### src/rtl/c3zpc_pkg.sv
package c3zpc_pkg;

  // pixel and coefficient widths
  localparam int PIX_W  = 8;
  localparam int KSIZE  = 3;
  localparam int COEF_W = 16;
  localparam int KROW_W = KSIZE * COEF_W;

  // geometry and counter widths
  localparam int FW_W   = 9;
  localparam int FH_W   = 16;
  localparam int TOT_W  = FW_W + FH_W;
  localparam int ROW_W  = 17;
  localparam int OCNT_W = 24;

  // datapath widths: unsigned pixel times signed coefficient, then sums
  localparam int PROD_W = PIX_W + 1 + COEF_W;
  localparam int RSUM_W = PROD_W + 2;
  localparam int ACC_W  = RSUM_W + 2;

  // configuration port
  localparam int CFG_IDX_W = 3;

  localparam logic [FW_W-1:0]   FW_RESET   = 9'd220;
  localparam logic [FH_W-1:0]   FH_RESET   = 16'd220;
  localparam logic [KROW_W-1:0] KROW_RESET = 48'h01C7_01C7_01C7;

  typedef enum logic [CFG_IDX_W-1:0] {
    REG_FRAME_WIDTH   = 3'd0,
    REG_FRAME_HEIGHT  = 3'd1,
    REG_KERNEL_TOP    = 3'd2,
    REG_KERNEL_MID    = 3'd3,
    REG_KERNEL_BOTTOM = 3'd4
  } cfg_reg_t;

  typedef logic [PIX_W-1:0]  pix_t;
  typedef logic [KROW_W-1:0] krow_t;
  typedef krow_t [KSIZE-1:0] kernel_t;

  // one window handed from the line buffer front end to the multiply stages
  typedef struct packed {
    pix_t [KSIZE-1:0][KSIZE-1:0] taps;
    logic [KSIZE-1:0][KSIZE-1:0] tap_ok;
    logic                        last;
  } win_t;

endpackage

### src/rtl/c3zpc_mac.sv
module c3zpc_mac
  import c3zpc_pkg::*;
#(
  parameter int COEF_FRAC_BITS = 12
) (
  input  logic    clk,
  input  logic    rst_n,
  input  logic    win_valid,
  output logic    win_ready,
  input  win_t    win,
  input  kernel_t kernel,
  output logic    out_tvalid,
  input  logic    out_tready,
  output pix_t    out_tdata,
  output logic    out_tlast
);

  logic signed [RSUM_W-1:0] rsum_r [KSIZE];
  logic signed [RSUM_W-1:0] rsum_nxt [KSIZE];
  logic                     s2_v_r, s2_last_r;
  logic                     out_v_r, out_last_r;
  pix_t                     out_pix_r, pix_res;
  logic                     out_ok, s2_ok;

  assign out_ok     = !out_v_r || out_tready;
  assign s2_ok      = !s2_v_r || out_ok;
  assign win_ready  = s2_ok;
  assign out_tvalid = out_v_r;
  assign out_tdata  = out_pix_r;
  assign out_tlast  = out_last_r;

  // nine products, summed per kernel row
  always_comb begin
    logic signed [COEF_W-1:0] coef;
    logic signed [PROD_W-1:0] prod;
    pix_t                     pm;
    for (int i = 0; i < KSIZE; i++) begin
      rsum_nxt[i] = '0;
      for (int j = 0; j < KSIZE; j++) begin
        pm   = win.tap_ok[i][j] ? win.taps[i][j] : '0;
        coef = $signed(kernel[i][COEF_W*j +: COEF_W]);
        prod = $signed({1'b0, pm}) * coef;
        rsum_nxt[i] = rsum_nxt[i] + RSUM_W'(prod);
      end
    end
  end

  // final sum, truncate the fraction and clamp to 0..255
  always_comb begin
    logic signed [ACC_W-1:0] acc;
    acc = '0;
    for (int i = 0; i < KSIZE; i++) begin
      acc = acc + ACC_W'(rsum_r[i]);
    end
    if (acc[ACC_W-1]) begin
      pix_res = '0;
    end else if (|acc[ACC_W-2:COEF_FRAC_BITS+PIX_W]) begin
      pix_res = '1;
    end else begin
      pix_res = acc[COEF_FRAC_BITS+PIX_W-1:COEF_FRAC_BITS];
    end
  end

  // stage valids
  always_ff @(posedge clk) begin
    if (!rst_n) begin
      s2_v_r  <= 1'b0;
      out_v_r <= 1'b0;
    end else begin
      if (s2_ok) begin
        s2_v_r <= win_valid;
      end
      if (out_ok) begin
        out_v_r <= s2_v_r;
      end
    end
  end

  // stage payloads
  always_ff @(posedge clk) begin
    if (s2_ok && win_valid) begin
      rsum_r    <= rsum_nxt;
      s2_last_r <= win.last;
    end
    if (out_ok && s2_v_r) begin
      out_pix_r  <= pix_res;
      out_last_r <= s2_last_r;
    end
  end

endmodule

### config.mk
export PLATFORM = sky130hd
export DESIGN_NAME = c3zpc_mac
export DESIGN_NICKNAME = d
export VERILOG_FILES = /design/src/rtl/c3zpc_pkg.sv /design/src/rtl/c3zpc_mac.sv
export SDC_FILE = /design/constraint.sdc
export NUM_CORES = 2
export LEC_CHECK = 0
export BUFFER_PORTS_ARGS = -buffer_cell sky130_fd_sc_hd__buf_2
export CORE_MARGIN = 2
export CORE_UTILIZATION = 65
export CTS_BUF_LIST = sky130_fd_sc_hd__clkbuf_8
export DETAILED_ROUTE_END_ITERATION = 10
export PLACE_DENSITY = 0.8
export SLEW_MARGIN = 10
export SYNTH_ARGS = -nofsm -noshare
export SYNTH_HDL_FRONTEND = slang
export SYNTH_SLANG_ARGS = --single-unit
### constraint.sdc
create_clock -name clk -period 23.5 [get_ports clk]
set_input_delay 3.525 -clock clk [delete_from_list [all_inputs] [get_ports clk]]
set_output_delay 3.525 -clock clk [all_outputs]
set_load 0.03 [all_outputs]
==> results_dict.tcl <==
set metrics [dict create \
    area_growth_pct 4.50 \
    async_flop_share 0 \
    cp-startpoint "win[5]" \
    ctsHoldBuffers 0 \
    reg2reg_from "rsum_r[56]" \
    wl_per_cell_um 18.7 \
    post-route-util 0.685 \
    cts_made_buffers 9 \
    cpLargestDelayFamily "adder cells" \
    avgSynthCellArea_um2 9.41 \
    cap_violations 0 \
    nets 7037 \
    drt-pass1-iter-count 6 \
    cts-resized-gates 0 \
    grt-ovfl-total 0 \
    setup.worst_path.start_class "primary input" \
    cpMostUsedCell "fa_1" \
    die_x_um 275 \
    outcome "finished clean" \
    synth_warnings 0 \
    final_cell_mix "1522 x inv_1, 1229 x fa_1, 621 x nand2_1" \
    dp_hpwl_um 101000 \
    routed_wl_um 116000 \
    grtUsageTotal 0.324 \
    cp.required_ns 23.64 \
    start_util 0.656 \
    cts_tree "yes" \
    h-tree-depth 3 \
    clockBufferDepth 2 \
    via_per_inst 5.65 \
    gp_congestion 0.947 \
    synth_area_leader_cell "fa_1" \
    insertion_delay_ns 0.39 \
    io_pins 241 \
    synth_nets 6926 \
    grt_pass1_vias 37200 \
    core_um2 72800 \
    worstSetupPathType "primary input to register" \
    rsz0062_at_grt "no" \
    min_period_over_period 0.477 \
    hp-class "register to register" \
    cp_max_fo 52 \
    synth_top_area_frac 0.515 \
    synth_seq_area_share 0.0580 \
    layout-drive-gt1-share 0.0543 \
    ant_nets 0 \
    vias 34800 \
    port_buffers 240 \
    skew_ns 0.0211 \
    endpoint_kind "register" \
    remaining_drc_errors 0 \
    clock_sinks 93 \
    die_h_um 275 \
    max_freq_mhz 89.1 \
    synth-seq-cells 93 \
    ctsRootBufferMaster "clkbuf_8" \
    hold_viol_final 0 \
    synth-edff-count 91 \
    grt_max_degree 101 \
    final_common_cell "inv_1" \
    relSlewSlack 0.236 \
    slowest_delay_ns 0.69 \
    drt_iter0_drc 2963 \
    setup_viol 0 \
    slowest_stage "and2_0" \
    synth_cells 5074 \
    critical_path_arrival_ns 11.36 \
    worstMarginPinSlew_ns 1.15 \
    setup_tns_ns 0 \
    critPathBufInv 7 \
    cts_setup_buffers 0 \
    die-area_um2 75700 \
    std_cell_rows 99 \
    yosys-top-cells-area "fa_1 52%, inv_1 12%, ha_1 10%" \
    netlist_area_um2 47800 \
    antenna_found_initial 22 \
    ys_types 65 \
    synth_top_flop_cell "edfxtp_1" \
    grt_pass1_wl_um 191000 \
    path_clk_slew_ns 0.12 \
    period_minus_slack_ns 11.22 \
    drv_slew 0 \
    holdCritStartpoint "s2_last_r" \
]
[registers in the layout, indices dropped and copies added, names as in the netlist]
signal,count
s2_last_r,1
out_tvalid,1
rsum_r,81
out_tlast,1
out_tdata,8
s2_v_r,1
[metrics by stage]
step / cells / cell area [µm²] / worst slack, ns / hold WS (ns)
after floorplan: 5074 / 47800 / 13.22 / 0.400
after global placement: 6133 / 49700 / 12.27 / 0.407
after detailed placement: 6133 / 49700 / 12.02 / 0.420
after CTS: 6149 / 49900 / 12.41 / 0.427
after global routing: 6165 / 49900 / 11.92 / 0.451
final: 6169 / 49900 / 12.28 / 0.424
[cells by family after synthesis]
kind of cell / count (synthesis) / synth area share
adder cells (fa/ha/maj): 1622 / 0.618
AO/OA/AOI/OAI: 235 / 0.0322
buffers and inverters: 1668 / 0.131
AND/OR/NAND/NOR: 1351 / 0.141
flip-flops: 93 / 0.0580
multiplexers: 3 / 0.000629
XOR/XNOR: 102 / 0.0187
[Yosys cell counts, drive strengths merged, types with 16 or more instances]
| library cell | count |
|---|---|
| clkbuf | 144 |
| inv | 1522 |
| a21oi | 84 |
| ha | 393 |
| edfxtp | 91 |
| xor2 | 26 |
| nor2 | 42 |
| a21o | 39 |
| fa | 1229 |
| xnor2 | 76 |
| and2 | 50 |
| o21ai | 38 |
| and3 | 541 |
| a31oi | 16 |
| nand2 | 621 |
| nand3 | 42 |
[layout make-up]
type                            count  area (µm²)
Fill cell                        5731       22900
Sequential cell                    93        2770
Clock inverter                      7        76.3
Inverter                         1522        5710
Clock buffer                        9         124
Multi-Input combinational cell   3313       38700
Timing Repair Buffer              246        1250
Tap cell                          959        1200
Antenna cell                       20        50.0
[per-layer routing]
metal | up-vias | track usage | wire (µm)
li1 | 15300 | - | -
met1 | 17700 | 0.444 | 44200
met2 | 1598 | 0.536 | 56500
met3 | 313 | 0.0388 | 9410
met4 | 10 | 0.122 | 5460
met5 | - | 0 | 60
[final timing paths]
| kind | end | slack [ns] | cells past startpoint |
|---|---|---|---|
| worst max register to register | out_tdata[6] | 19.49 | 11 |
| worst min register to register | out_tlast | 0.42 | 0 |
| worst max-delay path | rsum_r[52] | 12.28 | 25 |
| worst min-delay path | out_tlast | 0.42 | 0 |
Power is not shown: default switching activity piles up to over one toggle a cycle in this logic, so the estimate is an artifact.
